$ cat src/hw/rtl/nrstp_pkg.sv
// nrstp_pkg: shared types, event and status codes and parameter defaults
// for the nested range self-time profiler; no dependencies
`default_nettype none

package nrstp_pkg;

	// parameter defaults
	localparam int STACK_DEPTH_DEF  = 16;
	localparam int LAYER_COUNT_DEF  = 12;
	localparam int TIME_BITS_DEF    = 48;
	localparam int SESSION_BITS_DEF = 16;

	// fixed field widths
	localparam int FUNC_W   = 2;
	localparam int LAYER_W  = 4;
	localparam int TS_W     = 48;
	localparam int DEPTH_W  = 5;
	localparam int TAG_W    = 16;
	localparam int STATUS_W = 4;

	// event kinds
	localparam logic [FUNC_W-1:0] FN_OPEN  = 2'd0;
	localparam logic [FUNC_W-1:0] FN_CLOSE = 2'd1;
	localparam logic [FUNC_W-1:0] FN_START = 2'd2;
	localparam logic [FUNC_W-1:0] FN_STOP  = 2'd3;

	// result status codes
	localparam logic [STATUS_W-1:0] STS_OK         = 4'd0;
	localparam logic [STATUS_W-1:0] STS_IGNORED    = 4'd1;
	localparam logic [STATUS_W-1:0] STS_MISMATCH   = 4'd2;
	localparam logic [STATUS_W-1:0] STS_ACTIVE     = 4'd3;
	localparam logic [STATUS_W-1:0] STS_EXHAUSTED  = 4'd4;
	localparam logic [STATUS_W-1:0] STS_NOT_ACTIVE = 4'd5;
	localparam logic [STATUS_W-1:0] STS_UNCLOSED   = 4'd6;
	localparam logic [STATUS_W-1:0] STS_REC_FAIL   = 4'd7;
	localparam logic [STATUS_W-1:0] STS_BAD_LAYER  = 4'd8;
	localparam logic [STATUS_W-1:0] STS_OVERFLOW   = 4'd9;

	typedef struct packed {
		logic [FUNC_W-1:0]  func;
		logic [LAYER_W-1:0] layer;
		logic [TS_W-1:0]    timestamp;
		logic [DEPTH_W-1:0] expected_depth;
		logic [TAG_W-1:0]   session_tag;
		logic               scope_armed;
	} evt_t;

	typedef struct packed {
		logic [STATUS_W-1:0] status;
		logic                sample_valid;
		logic [LAYER_W-1:0]  out_layer;
		logic [DEPTH_W-1:0]  out_depth;
		logic [TAG_W-1:0]    out_session;
		logic [TS_W-1:0]     inclusive_ns;
		logic [TS_W-1:0]     self_ns;
	} res_t;

endpackage

`default_nettype wire

$ cat src/hw/rtl/nested_range_self_time_profiler_unit.sv
// nested_range_self_time_profiler_unit: top level, output register and frame ram
// depends on nrstp_pkg, nrstp_ctrl and nrstp_ram
//
//   channel | direction | handshake            | payload
//   evt     | in        | evt_valid/evt_ready  | evt_t (func, layer, timestamp, ...)
//   res     | out       | res_valid/res_ready  | res_t (status, sample, times, ...)
//
// one transaction on evt gives exactly one transaction on res, in order
// open, start, stop and closes refused before the frame read go from accept straight
// to the output step; a close refused on its layer reads the top frame first
// an accepted close reads the top frame, computes self time and, if a parent frame is
// left, updates its child time by read-modify-write over the single ram read port
// a full output register holds the sequencer in its final step until res_ready
// reset clears the stack count, session state and failure flag; frames need none
`default_nettype none

module nested_range_self_time_profiler_unit
	import nrstp_pkg::*;
#(
	parameter int STACK_DEPTH  = STACK_DEPTH_DEF,
	parameter int LAYER_COUNT  = LAYER_COUNT_DEF,
	parameter int TIME_BITS    = TIME_BITS_DEF,
	parameter int SESSION_BITS = SESSION_BITS_DEF
) (
	input  wire logic clk,
	input  wire logic arst_n,
	input  wire logic evt_valid,
	output      logic evt_ready,
	input  wire evt_t evt,
	output      logic res_valid,
	input  wire logic res_ready,
	output      res_t res
);

	localparam int AW = $clog2(STACK_DEPTH);
	localparam int FW = LAYER_W + 2 * TIME_BITS;

	// sequencer side of the output register
	logic done_valid;
	res_t done;
	logic take;

	// frame ram ports
	logic          ram_we;
	logic [AW-1:0] ram_waddr;
	logic [FW-1:0] ram_wdata;
	logic [AW-1:0] ram_raddr;
	logic [FW-1:0] ram_rdata;

	logic res_valid_q;
	res_t res_q;

	// the register takes a new result when it is empty or being drained
	assign take      = done_valid && (!res_valid_q || res_ready);
	assign res_valid = res_valid_q;
	assign res       = res_q;

	always_ff @(posedge clk or negedge arst_n) begin
		if (!arst_n) begin
			res_valid_q <= 1'b0;
			res_q       <= '0;
		end else begin
			if (take) begin
				res_valid_q <= 1'b1;
				res_q       <= done;
			end else if (res_ready) begin
				res_valid_q <= 1'b0;
			end
		end
	end

	// frames: {layer, start time, accumulated child time}
	nrstp_ram #(
		.WIDTH(FW),
		.DEPTH(STACK_DEPTH)
	) u_frames (
		.clk  (clk),
		.we   (ram_we),
		.waddr(ram_waddr),
		.wdata(ram_wdata),
		.raddr(ram_raddr),
		.rdata(ram_rdata)
	);

	// event decode, session registers and frame read-modify-write
	nrstp_ctrl #(
		.STACK_DEPTH (STACK_DEPTH),
		.LAYER_COUNT (LAYER_COUNT),
		.TIME_BITS   (TIME_BITS),
		.SESSION_BITS(SESSION_BITS)
	) u_ctrl (
		.clk       (clk),
		.arst_n    (arst_n),
		.evt_valid (evt_valid),
		.evt_ready (evt_ready),
		.evt       (evt),
		.done_valid(done_valid),
		.done      (done),
		.take      (take),
		.ram_we    (ram_we),
		.ram_waddr (ram_waddr),
		.ram_wdata (ram_wdata),
		.ram_raddr (ram_raddr),
		.ram_rdata (ram_rdata)
	);

endmodule

`default_nettype wire

$ cat src/hw/rtl/nrstp_ram.sv
// nrstp_ram: generic single-write, single-read ram with registered read data
// no dependencies
`default_nettype none

module nrstp_ram #(
	parameter int WIDTH = 8,
	parameter int DEPTH = 16
) (
	input  wire logic                     clk,
	input  wire logic                     we,
	input  wire logic [$clog2(DEPTH)-1:0] waddr,
	input  wire logic [WIDTH-1:0]         wdata,
	input  wire logic [$clog2(DEPTH)-1:0] raddr,
	output      logic [WIDTH-1:0]         rdata
);

	logic [WIDTH-1:0] mem [DEPTH];

	always_ff @(posedge clk) begin
		if (we) begin
			mem[waddr] <= wdata;
		end
		rdata <= mem[raddr];
	end

endmodule

`default_nettype wire

$ cat src/hw/rtl/nrstp_ctrl.sv
// nrstp_ctrl: event sequencer, session/stack registers and frame ram access
// depends on nrstp_pkg; drives an nrstp_ram holding {layer, start, child}
`default_nettype none

module nrstp_ctrl
	import nrstp_pkg::*;
#(
	parameter int STACK_DEPTH  = STACK_DEPTH_DEF,
	parameter int LAYER_COUNT  = LAYER_COUNT_DEF,
	parameter int TIME_BITS    = TIME_BITS_DEF,
	parameter int SESSION_BITS = SESSION_BITS_DEF,
	localparam int AW = $clog2(STACK_DEPTH),
	localparam int FW = LAYER_W + 2 * TIME_BITS
) (
	input  wire logic          clk,
	input  wire logic          arst_n,
	input  wire logic          evt_valid,
	output      logic          evt_ready,
	input  wire evt_t          evt,
	output      logic          done_valid,
	output      res_t          done,
	input  wire logic          take,
	output      logic          ram_we,
	output      logic [AW-1:0] ram_waddr,
	output      logic [FW-1:0] ram_wdata,
	output      logic [AW-1:0] ram_raddr,
	input  wire logic [FW-1:0] ram_rdata
);

	localparam int CNT_W = $clog2(STACK_DEPTH + 1);
	localparam int CMP_W = (CNT_W > DEPTH_W) ? CNT_W : DEPTH_W;

	localparam logic [2:0] S_IDLE = 3'd0;
	localparam logic [2:0] S_TOP  = 3'd1;
	localparam logic [2:0] S_SELF = 3'd2;
	localparam logic [2:0] S_PAR  = 3'd3;
	localparam logic [2:0] S_OUT  = 3'd4;

	logic [2:0]              state_q;
	logic [CNT_W-1:0]        count_q;
	logic                    active_q;
	logic                    failed_q;
	logic [SESSION_BITS-1:0] sess_q;
	logic [TIME_BITS-1:0]    now_q;
	logic [LAYER_W-1:0]      layer_q;
	logic [TIME_BITS-1:0]    incl_q;
	logic [TIME_BITS-1:0]    child_q;
	res_t                    res_q;

	logic                 accept;
	logic [TIME_BITS-1:0] now;
	logic                 layer_ok;
	logic                 depth_ok;
	logic                 tag_ok;
	logic                 full;
	logic                 sess_max;
	logic                 push;
	logic [LAYER_W-1:0]   rd_layer;
	logic [TIME_BITS-1:0] rd_start;
	logic [TIME_BITS-1:0] rd_child;
	logic [TIME_BITS:0]   incl_diff;
	logic [TIME_BITS:0]   self_diff;
	logic [TIME_BITS:0]   par_sum;
	logic [TIME_BITS-1:0] par_child;

	// register updates decided at accept
	res_t                    acc_res;
	logic [2:0]              acc_state;
	logic [CNT_W-1:0]        acc_count;
	logic                    acc_active;
	logic                    acc_failed;
	logic [SESSION_BITS-1:0] acc_sess;

	assign evt_ready  = (state_q == S_IDLE);
	assign accept     = evt_valid && evt_ready;
	assign done_valid = (state_q == S_OUT);
	assign done       = res_q;

	assign now      = TIME_BITS'(evt.timestamp);
	assign layer_ok = {1'b0, evt.layer} < (LAYER_W + 1)'(LAYER_COUNT);
	assign depth_ok = CMP_W'(count_q) == CMP_W'(evt.expected_depth);
	assign tag_ok   = evt.session_tag == TAG_W'(sess_q);
	assign full     = count_q == CNT_W'(STACK_DEPTH);
	assign sess_max = &sess_q;
	assign push     = accept && evt.func == FN_OPEN && active_q && layer_ok && !full;

	assign rd_layer = ram_rdata[FW-1 -: LAYER_W];
	assign rd_start = ram_rdata[2*TIME_BITS-1 -: TIME_BITS];
	assign rd_child = ram_rdata[TIME_BITS-1:0];

	// borrow-out of the subtracts gives the clamp at zero; carry-out of the parent sum saturates it
	assign incl_diff = {1'b0, now_q} - {1'b0, rd_start};
	assign self_diff = {1'b0, incl_q} - {1'b0, child_q};
	assign par_sum   = {1'b0, rd_child} + {1'b0, incl_q};
	assign par_child = par_sum[TIME_BITS] ? '1 : par_sum[TIME_BITS-1:0];

	// top frame read at accept, parent frame read after the pop decision
	assign ram_raddr = (state_q == S_SELF) ? AW'(count_q - CNT_W'(2))
	                                       : AW'(count_q - CNT_W'(1));

	always_comb begin
		ram_we    = 1'b0;
		ram_waddr = AW'(count_q);
		ram_wdata = {evt.layer, now, {TIME_BITS{1'b0}}};
		if (push) begin
			ram_we = 1'b1;
		end else if (state_q == S_PAR) begin
			ram_we    = 1'b1;
			ram_waddr = AW'(count_q - CNT_W'(1));
			ram_wdata = {rd_layer, rd_start, par_child};
		end
	end

	// event decode: result and session/stack updates for the transaction at the input
	always_comb begin
		acc_res    = '0;
		acc_state  = S_OUT;
		acc_count  = count_q;
		acc_active = active_q;
		acc_failed = failed_q;
		acc_sess   = sess_q;
		unique case (evt.func)
			FN_OPEN: begin
				if (!active_q) begin
					acc_res.status = STS_IGNORED;
				end else if (!layer_ok) begin
					acc_res.status = STS_BAD_LAYER;
				end else if (full) begin
					acc_failed     = 1'b1;
					acc_res.status = STS_OVERFLOW;
				end else begin
					acc_count           = count_q + CNT_W'(1);
					acc_res.out_layer   = evt.layer;
					acc_res.out_depth   = DEPTH_W'(count_q + CNT_W'(1));
					acc_res.out_session = TAG_W'(sess_q);
				end
			end
			FN_CLOSE: begin
				if (!evt.scope_armed || !active_q || !tag_ok) begin
					acc_res.status = STS_IGNORED;
				end else if (count_q == '0 || !depth_ok) begin
					acc_failed     = 1'b1;
					acc_res.status = STS_MISMATCH;
				end else begin
					acc_state = S_TOP;
				end
			end
			FN_START: begin
				if (active_q) begin
					acc_res.status = STS_ACTIVE;
				end else if (sess_max) begin
					acc_res.status = STS_EXHAUSTED;
				end else begin
					acc_sess            = sess_q + SESSION_BITS'(1);
					acc_active          = 1'b1;
					acc_failed          = 1'b0;
					acc_count           = '0;
					acc_res.out_session = TAG_W'(sess_q + SESSION_BITS'(1));
				end
			end
			FN_STOP: begin
				if (!active_q) begin
					acc_res.status = STS_NOT_ACTIVE;
				end else if (!failed_q && count_q != '0) begin
					acc_res.status = STS_UNCLOSED;
				end else begin
					acc_res.status = failed_q ? STS_REC_FAIL : STS_OK;
					acc_active     = 1'b0;
					acc_failed     = 1'b0;
					acc_count      = '0;
				end
			end
			default: ;
		endcase
	end

	always_ff @(posedge clk or negedge arst_n) begin
		if (!arst_n) begin
			state_q  <= S_IDLE;
			count_q  <= '0;
			active_q <= 1'b0;
			failed_q <= 1'b0;
			sess_q   <= '0;
			now_q    <= '0;
			layer_q  <= '0;
			incl_q   <= '0;
			child_q  <= '0;
			res_q    <= '0;
		end else begin
			unique case (state_q)
				S_IDLE: begin
					if (accept) begin
						now_q    <= now;
						layer_q  <= evt.layer;
						res_q    <= acc_res;
						state_q  <= acc_state;
						count_q  <= acc_count;
						active_q <= acc_active;
						failed_q <= acc_failed;
						sess_q   <= acc_sess;
					end
				end
				S_TOP: begin
					// top frame data is valid now
					if (rd_layer != layer_q) begin
						failed_q     <= 1'b1;
						res_q.status <= STS_MISMATCH;
						state_q      <= S_OUT;
					end else begin
						incl_q          <= incl_diff[TIME_BITS] ? '0 : incl_diff[TIME_BITS-1:0];
						child_q         <= rd_child;
						res_q.out_layer <= rd_layer;
						state_q         <= S_SELF;
					end
				end
				S_SELF: begin
					res_q.status       <= STS_OK;
					res_q.sample_valid <= 1'b1;
					res_q.inclusive_ns <= TS_W'(incl_q);
					res_q.self_ns      <= self_diff[TIME_BITS] ? '0
					                                           : TS_W'(self_diff[TIME_BITS-1:0]);
					count_q            <= count_q - CNT_W'(1);
					state_q            <= (count_q > CNT_W'(1)) ? S_PAR : S_OUT;
				end
				S_PAR: begin
					state_q <= S_OUT;
				end
				S_OUT: begin
					if (take) begin
						state_q <= S_IDLE;
					end
				end
				default: state_q <= S_IDLE;
			endcase
		end
	end

	a_count_bound: assert property (@(posedge clk) disable iff (!arst_n)
		count_q <= CNT_W'(STACK_DEPTH))
		else $error("stack count above depth");

	a_idle_stack: assert property (@(posedge clk) disable iff (!arst_n)
		!active_q |-> (count_q == '0 && !failed_q))
		else $error("stack or failure flag set outside a session");

	a_ram_write: assert property (@(posedge clk) disable iff (!arst_n)
		ram_we |-> (state_q == S_IDLE || state_q == S_PAR))
		else $error("frame write outside push or parent update");

	a_one_at_a_time: assert property (@(posedge clk) disable iff (!arst_n)
		accept |=> !evt_ready)
		else $error("new transaction taken while one is in flight");

endmodule

`default_nettype wire

$ cat config.mk
export PLATFORM = sky130hd
export DESIGN_NAME = nested_range_self_time_profiler_unit
export DESIGN_NICKNAME = d
export VERILOG_FILES = /design/src/hw/rtl/nrstp_pkg.sv /design/src/hw/rtl/nested_range_self_time_profiler_unit.sv /design/src/hw/rtl/nrstp_ram.sv /design/src/hw/rtl/nrstp_ctrl.sv
export SDC_FILE = /design/constraint.sdc
export NUM_CORES = 2
export LEC_CHECK = 0
export BUFFER_PORTS_ARGS = -buffer_cell sky130_fd_sc_hd__buf_2
export CORE_ASPECT_RATIO = 0.7
export CORE_MARGIN = 10
export CORE_UTILIZATION = 25
export CTS_CLUSTER_SIZE = 28
export DETAILED_ROUTE_END_ITERATION = 12
export GPL_TIMING_DRIVEN = 1
export PLACE_DENSITY = 0.36
export SYNTH_ARGS = -nofsm -noshare
export SYNTH_HDL_FRONTEND = slang
export SYNTH_SLANG_ARGS = --single-unit
$ cat constraint.sdc
create_clock -name clk -period 9.65 [get_ports clk]
set_input_delay 1.93 -clock clk [delete_from_list [all_inputs] [get_ports clk]]
set_output_delay 1.93 -clock clk [all_outputs]
set_load 0.01 [all_outputs]
==> impl_metrics.tcl <==
set metrics [dict create \
    numCtsBuffers 231 \
    yosys-top-cells-count "1600 x edfxtp_1, 570 x nand2_1, 427 x dfrtp_1" \
    internal-power_mw 18.7 \
    via_per_inst 4.61 \
    postSynthRegisterBits 2127 \
    netlist_top_cells_area "edfxtp_1 54%, dfrtp_1 12%, mux4_2 10%" \
    clk_path_buf_depth 4 \
    final_slew_viol_count 0 \
    drtIter0Drc 4029 \
    hold_path.class "flip-flop to flip-flop" \
    die-width_microns 733 \
    net_switching_mw 9.44 \
    grt_setup_unrepaired "false" \
    drt_drc_violations_left 0 \
    layout.filler_cells 35200 \
    yosysUniqueCellTypes 89 \
    postSynthCellCount 5598 \
    gr-usage-all-layers_pct 14.5 \
    clk_pin_slew_worst_paths_ns 0.07 \
    site_row_count 183 \
    async_sr_flop_fraction_pct 20.1 \
    postLayoutCellArea_sq_um 104000 \
    placed_cell_area_sq_um 96300 \
    power.share.combinational_pct 31.3 \
    fin_tns_setup_ns 0 \
    cp_slowest_stage_delay_ns 0.77 \
    worstHoldStart "u_ctrl.done[98]" \
    timing.critical_path.from_type "flip-flop" \
    grt_start_max_net_pins 129 \
    max_cap_viol_count 0 \
    synth_area_per_cell_sq_um 15.9 \
    p_leak_nw 39.2 \
    synth_edf_count 1600 \
    postCtsSetupBuffers 0 \
    post_route_cells_drive_above_1_share_pct 22.1 \
    io-pin-count 208 \
    power.share.sequential_pct 37.4 \
    area_delta_synth_final_pct 16.7 \
    routed_wire_length_per_instance_microns 26.3 \
    ys_dominant_reg_cell "edfxtp_1" \
    cts-resized-gates 0 \
    synth.yosys.seq_area_share_pct 68.3 \
    max_freq_mhz 172 \
    ant_nets 0 \
    worstMarginPinSlew_ns 1.25 \
    cp.arrival_ns 6.31 \
    hold_fix_buffers_at_cts 0 \
    worst_setup_path_startpoint "u_ctrl.count_q[1]" \
    power.switching_fraction_pct 33.5 \
    timing.critical_path.fanout_max 85 \
    synth_fp_nets 5833 \
    min_cycle_time_layout_ns 5.83 \
    outcome "finished, final reports clean" \
    grt_pass1_wl_microns 401000 \
    setup_ws_ns 3.82 \
    grt.overflow.total 0 \
    layout.nets 6144 \
    initial_utilization_pct 25.1 \
    grt_pass1_vias 50800 \
    fin_crit_sh_pct 60.4 \
    criticalPathCategory "flip-flop to flip-flop" \
    cp_slowest_cell "a21boi_0" \
    grt_antenna_before_repair 19 \
    detailroute.via_count 49900 \
    path_cells "inv_1 > ha_1 > nand3_1 > a21boi_0 > nand2_1 > nor2_1 > a31oi_1 > nor2_4 > buf_12" \
    max-slew-margin-rel_pct 16.9 \
    dp_worst_setup_slack_ns 3.01 \
    timing_hold_violations_final 0 \
    netlist_area_sq_um 88900 \
    final_util_pct 29.3 \
    cellPowerDensity_nw_per_um2 272 \
    die_height_microns 519 \
    placedCellCount 10400 \
    wirelength_microns 285000 \
    clock_latency_ns 0.93 \
    ys.warnings.count 0 \
    io_buffer_count 207 \
    worst_ep_required_time_ns 10.13 \
    gp_routability_congestion 0.775 \
    floorplan.core_area_sq_um 355000 \
    clock_tree.htree_level_count 4 \
    post-synth-top-count-cell "edfxtp_1" \
    yosys.area.top_type_share_pct 54.0 \
    drt-pass1-iter-count 5 \
    dpl_hpwl_microns 174000 \
    tritoncts_num_sinks 2127 \
    stdcell_count 10800 \
    final-setup-viol-count 0 \
    clock-root-buffer "clkbuf_16" \
    report.power.total_mw 28.2 \
    finClkSkew_ns 0.0919 \
    cts_tree "done" \
    irDropWorstVdd_v 0.000346 \
    fin_worst_hold_slack_ns 0.474 \
    synth_top_area_cell "edfxtp_1" \
    die_area_sq_um 380000 \
    endpoint_kind "flip-flop" \
    rr_startpoint "u_ctrl.count_q[1]" \
    power_frac_clock_pct 31.3 \
]
## cell type report
| cell class | count | area [sq um] | share of cell area, % |
|---|---|---|---|
| Clock buffer | 321 | 6360 | 6.13 |
| Timing Repair Buffer | 376 | 2640 | 2.54 |
| Multi-Input combinational cell | 3036 | 26600 | 25.6 |
| Clock inverter | 104 | 1040 | 1.00 |
| Sequential cell | 2127 | 60700 | 58.5 |
| Tap cell | 4717 | 5900 | 5.69 |
| Inverter | 137 | 519 | 0.500 |
| Antenna cell | 4 | 10.0 | 0.00965 |
## cell usage in the layout, fill, tap and decap left out, drive strengths merged, types with 18 or more instances in the layout
master	count
edfxtp	1600
nand2	570
dfrtp	427
mux4	400
buf	376
a21oi	333
clkbuf	321
o21ai	280
mux2	176
ha	152
inv	143
nor2	125
nor2b	123
a211oi	111
mux2i	101
dfxtp	100
xnor2	94
xor2	82
clkinv	75
a21o	74
nand3	52
o31ai	48
nor3	39
a31oi	27
nand4	25
and3	23
o21bai	19
bufinv	18
## metal layers
layer / share of wire, % / GRT usage (%) / vias to the layer above
li1: - / - / 22200
met1: 48 / 21.1 / 26300
met2: 44 / 22.3 / 1015
met3: 4.0 / 2.13 / 360
met4: 3.1 / 4.18 / 8
met5: 0.028 / 0.0877 / -
## final timing paths
check	to	slack (ns)	depth (start not counted)
worst min-delay path	u_ctrl.done[98]	0.47	2
worst max-delay path	u_frames.mem[7][40]	3.82	9
max in group asynchronous	res[50]	6.52	3
worst max register to register	u_frames.mem[7][40]	3.82	9
min in group asynchronous	res[124]	1.04	1
worst min register to register	u_ctrl.done[98]	0.47	2
## worst max-delay path: cells and delay by family (launching register included)
| family | cells | cell delay, ns |
|---|---|---|
| and+or+nand+nor | 4 | 2.20 |
| AOI/OAI and AO/OA | 2 | 1.19 |
| buffers and inverters | 2 | 0.84 |
| DFF | 1 | 0.64 |
| adders and majority gates | 1 | 0.26 |
## sequential cells by signal (all words and copies together) (netlist names)
signal	cells
u_frames.mem	1600
res	126
u_ctrl.done	126
u_frames.rdata	100
u_ctrl.child_q	48
u_ctrl.incl_q	48
u_ctrl.now_q	48
u_ctrl.sess_q	16
u_ctrl.count_q	5
u_ctrl.layer_q	4
u_ctrl.state_q	3
res_valid	1
u_ctrl.active_q	1
u_ctrl.failed_q	1
## cell families after synthesis
logic type / synth area share (%)
AOI/OAI and AO/OA: 6.92
muxes: 13.5
buffers and inverters: 2.08
DFF: 68.3
xor gates and xnor gates: 1.73
and+or+nand+nor: 5.25
adders and majority gates: 2.21
## power by group through the flow
| stage | clock (mW) | sequential, mW | combinational [mW] |
|---|---|---|---|
| 3_5_place_dp | 0 | 10.7 | 9.04 |
| 4_1_cts | 9.14 | 10.5 | 9.08 |
| 2_1_floorplan | 0 | 10.5 | 6.12 |
| 6_report | 8.83 | 10.5 | 8.82 |
| 3_3_place_gp | 0 | 10.7 | 9.08 |
| 5_1_grt | 9.50 | 10.6 | 9.60 |
No activity file was read; power rests on OpenSTA's default activity.
